`src/design/xtdc_pkg.sv`:
```
// ----------------------------------------------------------------------------
// xtdc_pkg
// Shared types, constants and lookup functions of the XT disk controller port.
// ----------------------------------------------------------------------------
package xtdc_pkg;

	localparam int SECTOR_BYTES  = 512;
	localparam int COMMAND_BYTES = 6;
	localparam int SENSE_BYTES   = 14;

	localparam int XFER_W   = $clog2(SECTOR_BYTES + 1);
	localparam int SECT_AW  = $clog2(SECTOR_BYTES);
	localparam int CMD_W    = $clog2(COMMAND_BYTES);
	localparam int SENSE_W  = $clog2(SENSE_BYTES + 1);
	localparam int ADDR_W   = 4;
	localparam int APB_AW   = 3;
	localparam int APB_DW   = 32;

	localparam int SENSE_DRIVE_IDX = 12;
	localparam int BOOT_LEN        = 10;

	localparam logic OP_WRITE = 1'b0;
	localparam logic OP_READ  = 1'b1;

	localparam logic [ADDR_W-1:0] ADDR_DATA = 4'd0;
	localparam logic [ADDR_W-1:0] ADDR_MASK = 4'd2;
	localparam logic [ADDR_W-1:0] ADDR_STAT = 4'd4;
	localparam logic [ADDR_W-1:0] ADDR_DMA  = 4'd8;

	localparam logic [7:0] OPC_DMA_READ = 8'h15;
	localparam logic [7:0] REG2_VALUE   = 8'h12;
	localparam logic [7:0] REG0_RESET   = 8'h05;
	localparam logic [7:0] REG8_RESET   = 8'h52;
	localparam logic [7:0] FILL_BYTE    = 8'h20;
	localparam logic [7:0] SIG_LO       = 8'h55;
	localparam logic [7:0] SIG_HI       = 8'haa;

	localparam int CTRL_RESET_BIT = 7;
	localparam int CTRL_SENSE_BIT = 5;

	localparam logic REG_HD_TYPE = 1'b0;
	localparam logic [7:0] HD_TYPE_RESET = 8'd4;

	localparam logic [1:0] PEND_DRQ = 2'b01;
	localparam logic [1:0] PEND_IRQ = 2'b10;

	typedef struct packed {
		logic       op;
		logic [2:0] port;
		logic       dma_ack;
		logic [7:0] write_byte;
	} access_t;

	typedef struct packed {
		logic [7:0] read_byte;
		logic       irq_line;
		logic       drq_line;
	} result_t;

	localparam logic [7:0] BOOT_CODE [BOOT_LEN] = '{
		8'hb8, 8'h52, 8'h0e, 8'hbb, 8'h00, 8'h00, 8'hcd, 8'h10, 8'heb, 8'hfe
	};

	function automatic logic [7:0] rom_byte(input logic [SECT_AW-1:0] idx);
		logic [7:0] b;
		b = FILL_BYTE;
		if (int'(idx) < BOOT_LEN) begin
			b = BOOT_CODE[int'(idx)];
		end else if (int'(idx) == SECTOR_BYTES - 2) begin
			b = SIG_LO;
		end else if (int'(idx) == SECTOR_BYTES - 1) begin
			b = SIG_HI;
		end
		return b;
	endfunction

	function automatic logic [7:0] sense_byte(input logic [SENSE_W-1:0] idx,
			input logic [7:0] hd_type);
		return (int'(idx) == SENSE_DRIVE_IDX) ? hd_type : 8'd0;
	endfunction

endpackage

```
`src/design/xt_disk_controller_port_core.sv`:
```
// ----------------------------------------------------------------------------
// xt_disk_controller_port_core
// Host bus side of an XT style fixed disk controller.
// ----------------------------------------------------------------------------
// One host access is taken per clock while the input is not stalled. It lands
// in the input register, and its result is then loaded into the result
// register, from which it is offered. The whole controller update for an
// access is one pass of logic between those two registers, so accesses stream
// back to back at one per cycle while the result side is not stalled; with the
// result side stalled the block holds two items and then stalls its input. No
// clearing pass is needed after reset.
module xt_disk_controller_port_core (
	input  logic                        clk,
	input  logic                        arst_n,
	input  logic                        access_valid,
	output logic                        access_stall,
	input  xtdc_pkg::access_t           access,
	output logic                        result_valid,
	input  logic                        result_stall,
	output xtdc_pkg::result_t           result,
	input  logic                        psel,
	input  logic                        penable,
	input  logic                        pwrite,
	input  logic [xtdc_pkg::APB_AW-1:0] paddr,
	input  logic [xtdc_pkg::APB_DW-1:0] pwdata,
	output logic [xtdc_pkg::APB_DW-1:0] prdata,
	output logic                        pready
);
	import xtdc_pkg::*;

	logic      valid_s1, result_valid_q, advance, fire;
	access_t   item_s1;
	result_t   result_q, exec_result;
	logic [7:0] hd_type;

	assign advance      = !result_valid_q || !result_stall;
	assign fire         = valid_s1 && advance;
	assign access_stall = valid_s1 && !advance;

	always_ff @(posedge clk or negedge arst_n) begin
		if (!arst_n) begin
			valid_s1       <= 1'b0;
			result_valid_q <= 1'b0;
		end else begin
			if (!access_stall) begin
				valid_s1 <= access_valid;
			end
			if (advance) begin
				result_valid_q <= valid_s1;
			end
		end
	end

	always_ff @(posedge clk) begin
		if (access_valid && !access_stall) begin
			item_s1 <= access;
		end
		if (fire) begin
			result_q <= exec_result;
		end
	end

	xtdc_regs u_regs (
		.clk     (clk),
		.arst_n  (arst_n),
		.psel    (psel),
		.penable (penable),
		.pwrite  (pwrite),
		.paddr   (paddr),
		.pwdata  (pwdata),
		.prdata  (prdata),
		.pready  (pready),
		.hd_type (hd_type)
	);

	xtdc_exec u_exec (
		.clk     (clk),
		.arst_n  (arst_n),
		.fire    (fire),
		.access  (item_s1),
		.hd_type (hd_type),
		.result  (exec_result)
	);

	assign result_valid = result_valid_q;
	assign result       = result_q;

endmodule

```
`src/design/xtdc_regs.sv`:
```
// ----------------------------------------------------------------------------
// xtdc_regs
// APB configuration register: drive type code reported in the sense block.
// ----------------------------------------------------------------------------
module xtdc_regs (
	input  logic                       clk,
	input  logic                       arst_n,
	input  logic                       psel,
	input  logic                       penable,
	input  logic                       pwrite,
	input  logic [xtdc_pkg::APB_AW-1:0] paddr,
	input  logic [xtdc_pkg::APB_DW-1:0] pwdata,
	output logic [xtdc_pkg::APB_DW-1:0] prdata,
	output logic                       pready,
	output logic [7:0]                 hd_type
);
	import xtdc_pkg::*;

	logic [7:0] hd_type_q;

	always_ff @(posedge clk or negedge arst_n) begin
		if (!arst_n) begin
			hd_type_q <= HD_TYPE_RESET;
		end else if (psel && penable && pwrite && (paddr[2] == REG_HD_TYPE)) begin
			hd_type_q <= pwdata[7:0];
		end
	end

	assign pready  = 1'b1;
	assign prdata  = (paddr[2] == REG_HD_TYPE) ? {{(APB_DW-8){1'b0}}, hd_type_q}
	                                           : '0;
	assign hd_type = hd_type_q;

endmodule

```
`src/design/xtdc_exec.sv`:
```
// ----------------------------------------------------------------------------
// xtdc_exec
// Controller state and the per-access update: command intake, sense readout,
// sector DMA streaming and request lines.
// ----------------------------------------------------------------------------
module xtdc_exec (
	input  logic              clk,
	input  logic              arst_n,
	input  logic              fire,
	input  xtdc_pkg::access_t access,
	input  logic [7:0]        hd_type,
	output xtdc_pkg::result_t result
);
	import xtdc_pkg::*;

	logic [7:0]         reg0_q, reg8_q, cmd0_q, mask_q;
	logic [CMD_W-1:0]   count_q;
	logic [SENSE_W-1:0] sense_q;
	logic [XFER_W-1:0]  xfer_q;
	logic [1:0]         pend_q;

	logic [7:0]         reg0_d, reg8_d, cmd0_d, mask_d, rd;
	logic [CMD_W-1:0]   count_d;
	logic [SENSE_W-1:0] sense_d;
	logic [XFER_W-1:0]  xfer_d;
	logic [1:0]         pend_d;
	logic [ADDR_W-1:0]  addr;
	logic [7:0]         data;

	always_comb begin
		addr    = access.dma_ack ? ADDR_DMA : {1'b0, access.port};
		data    = access.write_byte;
		reg0_d  = reg0_q;
		reg8_d  = reg8_q;
		cmd0_d  = cmd0_q;
		mask_d  = mask_q;
		count_d = count_q;
		sense_d = sense_q;
		xfer_d  = xfer_q;
		pend_d  = pend_q;
		rd      = 8'd0;
		if (access.op == OP_WRITE) begin
			if (addr == ADDR_DATA) begin
				if (count_q == CMD_W'(0)) begin
					cmd0_d = data;
				end
				if (count_q == CMD_W'(COMMAND_BYTES - 1)) begin
					count_d = '0;
					if (cmd0_q == OPC_DMA_READ) begin
						reg8_d = rom_byte('0);
						xfer_d = XFER_W'(1);
						pend_d = pend_d | PEND_DRQ;
					end
					pend_d = pend_d | PEND_IRQ;
				end else begin
					count_d = count_q + CMD_W'(1);
				end
			end else if (addr == ADDR_MASK) begin
				if (data[CTRL_RESET_BIT]) begin
					count_d = '0;
					pend_d  = PEND_IRQ;
				end
				mask_d = data;
			end else if (addr == ADDR_STAT) begin
				if (data[CTRL_RESET_BIT]) begin
					count_d = '0;
					pend_d  = '0;
				end
				if (data[CTRL_SENSE_BIT]) begin
					reg0_d  = sense_byte('0, hd_type);
					sense_d = SENSE_W'(1);
				end
			end
		end else begin
			if (addr == ADDR_DATA) begin
				rd = reg0_q;
				if (int'(sense_q) < SENSE_BYTES) begin
					reg0_d  = sense_byte(sense_q, hd_type);
					sense_d = sense_q + SENSE_W'(1);
				end
			end else if (addr == ADDR_MASK) begin
				rd = REG2_VALUE;
			end else if (addr == ADDR_DMA) begin
				rd = reg8_q;
				if (int'(xfer_q) >= SECTOR_BYTES) begin
					pend_d = pend_q & ~PEND_DRQ;
				end else begin
					reg8_d = rom_byte(xfer_q[SECT_AW-1:0]);
					xfer_d = xfer_q + XFER_W'(1);
				end
			end
		end
		result.read_byte = rd;
		result.irq_line  = pend_d[1] & mask_d[1];
		result.drq_line  = pend_d[0] & mask_d[0];
	end

	always_ff @(posedge clk or negedge arst_n) begin
		if (!arst_n) begin
			reg0_q  <= REG0_RESET;
			reg8_q  <= REG8_RESET;
			mask_q  <= '0;
			count_q <= '0;
			sense_q <= '0;
			xfer_q  <= '0;
			pend_q  <= '0;
		end else if (fire) begin
			reg0_q  <= reg0_d;
			reg8_q  <= reg8_d;
			mask_q  <= mask_d;
			count_q <= count_d;
			sense_q <= sense_d;
			xfer_q  <= xfer_d;
			pend_q  <= pend_d;
		end
	end

	// opcode byte, always written before a command can run
	always_ff @(posedge clk) begin
		if (fire) begin
			cmd0_q <= cmd0_d;
		end
	end

endmodule
```
`config.mk`:
```
export PLATFORM = sky130hd
export DESIGN_NAME = xt_disk_controller_port_core
export DESIGN_NICKNAME = d
export VERILOG_FILES = /design/src/design/xtdc_pkg.sv /design/src/design/xt_disk_controller_port_core.sv /design/src/design/xtdc_regs.sv /design/src/design/xtdc_exec.sv
export SDC_FILE = /design/constraint.sdc
export NUM_CORES = 1
export LEC_CHECK = 0
export BUFFER_PORTS_ARGS = -buffer_cell sky130_fd_sc_hd__buf_2
export CAP_MARGIN = 0
export CORE_MARGIN = 4
export CORE_UTILIZATION = 57
export DETAILED_ROUTE_END_ITERATION = 6
export HOLD_SLACK_MARGIN = 0.05
export PLACE_DENSITY = 0.85
export SYNTH_ARGS = -nofsm -noshare
export SYNTH_HDL_FRONTEND = slang
export SYNTH_SLANG_ARGS = --single-unit
export TNS_END_PERCENT = 30
```
`constraint.sdc`:
```
create_clock -name clk -period 3.7 [get_ports clk]
set_input_delay 0.185 -clock clk [delete_from_list [all_inputs] [get_ports clk]]
set_output_delay 0.185 -clock clk [all_outputs]
set_load 0.05 [all_outputs]
```
== Word level (Yosys, flattened, before mapping) ==
Memory sizes are Yosys's and may differ from the RTL's.
Cells that the tools add are included.
Word-level totals
  flip-flop bits (word level): 78
  bits in latches: 0
  memory bits (writable): 0
  memory bits (read-only): 128
  input port bits: 55
  logic and storage cells: 131
  memories: 1
Operators by class
  add/sub/neg operators: 3
  $mul: 0
  divide/modulo/power cells: 0
  $lt $le $gt $ge: 4
  eq/ne operators: 15
  shift-type cells: 0
  multiplexer cells: 61
  bitwise logic cells: 5
  reductions and logical operators: 24
Memories
  (name not given): words 16, width 8, read ports 1, clocked after Yosys merged registers in 0, write ports 0, line xtdc_pkg.sv:68  | b = BOOT_CODE[int'(idx)];
Operators by type and width (count)
  $mux W8: 25
  $mux W10: 8
  $ge A32 B5 Y1 const B: 1
  $mux W4: 8
  $not A9 Y32: 1
  $mux W2: 10
  $mux W3: 5
  $reduce_bool A2 Y1: 6
  $add A10 B1 Y10 const B: 1
  $ge A10 B10 Y1 const B: 1
  $eq A9 B1 Y1 const B: 1
  $eq A9 B2 Y1 const B: 1
  $lt A9 B4 Y1 const B: 1
  $eq A4 B3 Y1 const B: 2
  $eq A8 B5 Y1 const B: 1
  $ne A2 B2 Y1 const B: 4
  $reduce_and A8 Y1: 1
  $reduce_and A7 Y1: 1
  $logic_and A1 B1 Y1: 6
  $ne A2 B1 Y1 const B: 3
  $mux W1: 5
  $add A4 B1 Y4 const B: 1
  $eq A4 B2 Y1 const B: 1
  $eq A4 B4 Y1 const B: 1
  12 further kinds: 17

== Logic depth before layout (Yosys ltp) ==
  depth in word-level cells: 10
  gate-level depth with buffers: 7
  mapped depth without buffers: 7

== Hierarchy ==
From an unflattened synthesis, not the netlist that was laid out.
Unflattened totals
  cell total of the unflattened synthesis: 334
  area total of the unflattened synthesis: 3897.5 µm²
By module, submodules not included
  xtdc_exec: times used 1, cells each 251, area an instance 2533.7 µm², sequential area each 1172.4 µm²
  xt_disk_controller_port_core: times used 1, cells each 31, area an instance 783.3 µm², sequential area each 740.7 µm²
  xtdc_regs: times used 1, cells each 52, area an instance 580.6 µm², sequential area each 201.4 µm²

== Worst setup path after synthesis ==
No wires, ideal clock.
  path kind: flip-flop to flip-flop
  start point: register result_valid_q (netlist: result_valid)
  end point: register u_exec.cmd0_q[0], enable pin
  arrival: 1936 ps
  data required time: 3422 ps
  slack: 1486 ps
  stages on the path, launching flop included: 6
  clock period less this slack: 2214 ps
  cell sequence: dfrtp_1 > a21bo_2 > buf_2 > clkinv_1 > and3_1 > and3_1
Between the ends
  word-level cells in the longest chain between the ends: 4
RTL lines
  start, declared: line xt_disk_controller_port_core.sv:31  | logic valid_s1, result_valid_q, advance, fire;
  start signal, assigned: line xt_disk_controller_port_core.sv:49  | result_valid_q <= valid_s1;
  $logic_not A1 Y1: line xt_disk_controller_port_core.sv:36  | assign advance = !result_valid_q || !result_stall;
  $logic_or A1 B1 Y1: line xt_disk_controller_port_core.sv:36
  $logic_and A1 B1 Y1: line xt_disk_controller_port_core.sv:37  | assign fire = valid_s1 && advance;
  net fire: line xt_disk_controller_port_core.sv:31
  $reduce_and A4 Y1 (no source line)
  end signal, assigned: line xtdc_exec.sv:121  | cmd0_q <= cmd0_d;
  end, declared: line xtdc_exec.sv:16  | logic [7:0] reg0_q, reg8_q, cmd0_q, mask_q;
The timed path passes the listed nets, and every way through them passes these cells.
A chain may end at the register's enable or synchronous reset.

== Worst setup path in the final report ==
  start point: register item_s1[8] (netlist name)
  end point: register u_exec.reg0_q[5]
Between the ends
  word-level cells in the longest chain between the ends: 4
  elaborated cells between the ends (all ways): 10
  classes of those cells: eq/ne: 6; mux: 1; reduce/logical: 3
RTL lines
  start, declared: line xt_disk_controller_port_core.sv:32  | access_t item_s1;
  start signal, assigned: line xt_disk_controller_port_core.sv:56  | item_s1 <= access;
  $mux W4 *: line xtdc_exec.sv:31  | addr = access.dma_ack ? ADDR_DMA : {1'b0, access.port};
  $eq A4 B2 Y1 (tied with other cells): line xtdc_exec.sv:58  | end else if (addr == ADDR_MASK) begin
  $ne A2 B2 Y1 (no source line) (tied with other cells)
  $reduce_and A7 Y1 (no source line) *
  end signal, assigned: line xtdc_exec.sv:108  | reg0_q <= reg0_d;
  end, declared: line xtdc_exec.sv:16
Mark *: on every way between the ends. The rest lies on a longest branch, timed or not.

==> results by group <==
Run status
  – Status: finished clean

Clock tree
  – Worst-Skew Late Latency: 0.36 ns
  – Postcts setup bufs: 0
  – Longest Clk Path Bufs: 2
  – H-Tree Depth: 3
  – Num CTS Buffers: 9
  – Sink Count: 78
  – Clk pin slew, worst setup/hold paths: 0.08 ns
  – TritonCTS clock tree: built
  – Root Driver: clkbuf_8
  – # resized after CTS: 0

STA
  – Final cycle utilization of the critical path: 0.642
  – Slew @ Worst Pin: 1.06 ns
  – Final hold vios: 0
  – RSZ-0062 raised after global routing: false
  – Final setup violating endpoints: 0
  – Final TNS setup: 0 ns
  – Clock period minus final worst setup slack: 2.38 ns
  – Clock skew: 0.0142 ns
  – Setup slack after layout: 1.32 ns
  – Rel. slew slack: 0.295
  – Pins over their slew limit: 0
  – Fmax: 421 MHz

Power
  – NetSw: 946 uW
  – VDD IR max: 371 uV
  – Switching fraction of total power: 0.361
  – Combinational share of power: 0.286
  – Clk pwr share: 0.228
  – P_leak: 1.91 nW
  – Register share of total power: 0.486
  – PD cells: 592 mW/mm^2
  – Internal power: 1.68 mW

Layout
  – Most frequent cells in the layout: buf_2, dfrtp_1, edfxtp_1, nand2_1, conb_1
  – Nets: 460
  – FILL cells: 438
  – Commonest non-fill, non-tap cell in the layout: buf_2
  – Synth-to-layout area growth: 14.9%
  – Fin cells: 480
  – Share of layout cells above drive strength 1: 0.243
  – Antenna diode count: 0

Placement
  – IO Port Bufs: 48
  – Placed cells: 444
  – DP Wirelength: 5220 um
  – Routability cong.: 0.830
  – Placement Setup Slack: 1.48 ns

Die
  – Die area: 0.00815 mm^2
  – Die span in y: 90.3 um
  – Initial Utilization: 0.597
  – Core box area: 0.00646 mm^2
  – Die width: 90.3 um
  – Ports: 100
  – # rows: 29

Routing
  – Vias per cell: 5.95
  – DR WL met3: 456 um
  – Wl on met1: 3580 um
  – Final WL: 8690 um
  – Drt first pass iters: 5
  – Highest metal used: met4
  – DR WL/cell: 18.1 um
  – Total number of vias: 2854
  – DRC: 0
  – Post-route ant nets: 0
  – DR WL met2: 4410 um
  – Initial DRC count: 260

Critical path
  – Startpoint Class: register
  – RR Startpoint: item_s1[8]$_DFFE_PP_
  – Reg-to-reg critical path endpoint: u_exec.reg0_q[5]$_DFFE_PN0P_
  – Worst-path maximum fanout: 15
  – FF-to-FF setup slack: 1.32 ns
  – Crit path largest cell delay: 0.63 ns
  – Crit path from: item_s1[8]$_DFFE_PP_
  – CP Data Required Time: 3.95 ns
  – Worst path cell trace: nor4_2 > buf_4 > and3_1 > o21a_1 > mux2i_1
  – Worst Setup EP: u_exec.reg0_q[5]$_DFFE_PN0P_
  – Crit path arrival time: 2.63 ns
  – Slowest-stage cell, CP: edfxtp_1
  – Crit end category: register
  – Setup Crit Path Kind: reg2reg
  – Reg2Reg Depth: 5

Synthesis
  – Async set or reset register ratio after synthesis: 0.603
  – Share of the synthesized area in the top cell type: 0.266
  – Ys flop type: dfrtp_1
  – Syn Area/Cell: 11.6 um^2
  – Yosys top cell by area: dfrtp_1
  – #FFs+latches synth: 78
  – Distinct cells, synth: 62
  – Sequential share of the synthesized area: 0.548
  – Cell Area, Synth: 0.00386 mm^2
  – Largest cells by area after synthesis: dfrtp_1, edfxtp_1, buf_4
  – EDFF count, synth: 31
  – Syn. warnings: 0
  – Mapped Cells: 332

GRT
  – Largest net degree at the start of global routing: 48
  – Initial antenna violation count: 0
  – First-pass GRT wire length: 14500 um
  – Total track usage: 0.226
  – Global route total overflow: 0
  – Vias in the first global route: 2867

Flow run
  – Number of max-cap violations: 0

Worst hold path
  – Worst hold path class: in2reg
-- per-layer routing --
layer	global-route usage	vias to the layer above
li1	-	1291
met1	0.288	1407
met2	0.370	131
met3	0.0475	25
met4	0.105	0
met5	0	-
-- power groups by stage --
stage | logic [mW] | registers (mW) | clock network [mW]
floorplan | 0.604 | 1.24 | 0
global placement | 0.692 | 1.27 | 0
detailed placement | 0.712 | 1.28 | 0
CTS | 0.736 | 1.27 | 0.600
global route | 0.832 | 1.30 | 0.643
finish | 0.750 | 1.28 | 0.598
-- kinds of logic after synthesis --
logic type      Yosys count  share of synthesized area
buf+inv                  58                     0.0833
mux                      26                     0.0726
simple gates             98                      0.149
xor+xnor                  1                    0.00227
flops                    78                      0.548
compound gates           62                      0.120
fa+ha+maj                 7                     0.0227
other cells               2                    0.00195
-- Yosys cell counts (7+ instances only) --
cell      instances
ha_1              7
a21oi_1           7
buf_4            26
a22oi_1           8
nand3_1          10
inv_1            20
mux2_2           16
mux2i_1          10
nand2_1          25
dfrtp_1          41
nor2_1           15
nor2b_1           9
o21ai_0          10
edfxtp_1         31
-- through the flow --
step           power (mW)  cell area, um^2  utilization  hold WS (ns)
2_1_floorplan        1.85             3950            -        -0.111
3_3_place_gp         1.96             4050        0.627         0.362
3_5_place_dp         1.99             4050        0.627         0.364
4_1_cts              2.60             4430        0.686        0.0522
5_1_grt              2.77             4430        0.686        0.0547
6_report             2.62             4430        0.686        0.0585
-- worst max-delay path, delay by kind of cell, from the launching register on --
| family | cells | cell delay (ns) |
|---|---|---|
| flops | 1 | 0.63 |
| compound gates | 1 | 0.50 |
| mux | 1 | 0.33 |
| buf+inv | 1 | 0.25 |
| simple gates | 2 | 0.57 |
-- sequential cells by signal, summed over array words and instances (netlist names), 3 cells and up --
name / count
u_exec.xfer_q: 10
result: 10
u_exec.reg0_q: 8
u_exec.sense_q: 4
u_regs.hd_type: 8
u_exec.reg8_q: 8
u_exec.cmd0_q: 8
item_s1: 13
u_exec.count_q: 3
-- layout make-up --
cell class,instances,area [um^2],share of cell area
clock buffer,11,153,0.0344
clock inverter,5,32.5,0.00734
inverter,21,78.8,0.0178
multi-input combinational,219,1510,0.340
sequential,78,2110,0.477
tap,77,96.3,0.0217
timing repair buffer,69,448,0.101
-- timing repair --
action | 4_1_cts | 5_1_grt
hold buffers | 20 | 0
endpoints found under the hold margin | 36 | 0
endpoints found under the setup margin | 0 | 0
-- how the worst min path moves through the flow --
stage / start / cells past startpoint / endpoint
3_3_place_gp: access[5] / 1 / item_s1[5]$_DFFE_PP_
5_1_grt: pwdata[2] / 2 / u_regs.hd_type[2]$_DFFE_PN1P_
3_5_place_dp: access[4] / 1 / item_s1[4]$_DFFE_PP_
2_1_floorplan: arst_n / 0 / result_valid$_DFFE_PN0N_
6_report: pwdata[1] / 2 / u_regs.hd_type[1]$_DFFE_PN0P_
4_1_cts: pwdata[2] / 2 / u_regs.hd_type[2]$_DFFE_PN1P_
No activity file was read; power rests on OpenSTA's default activity.
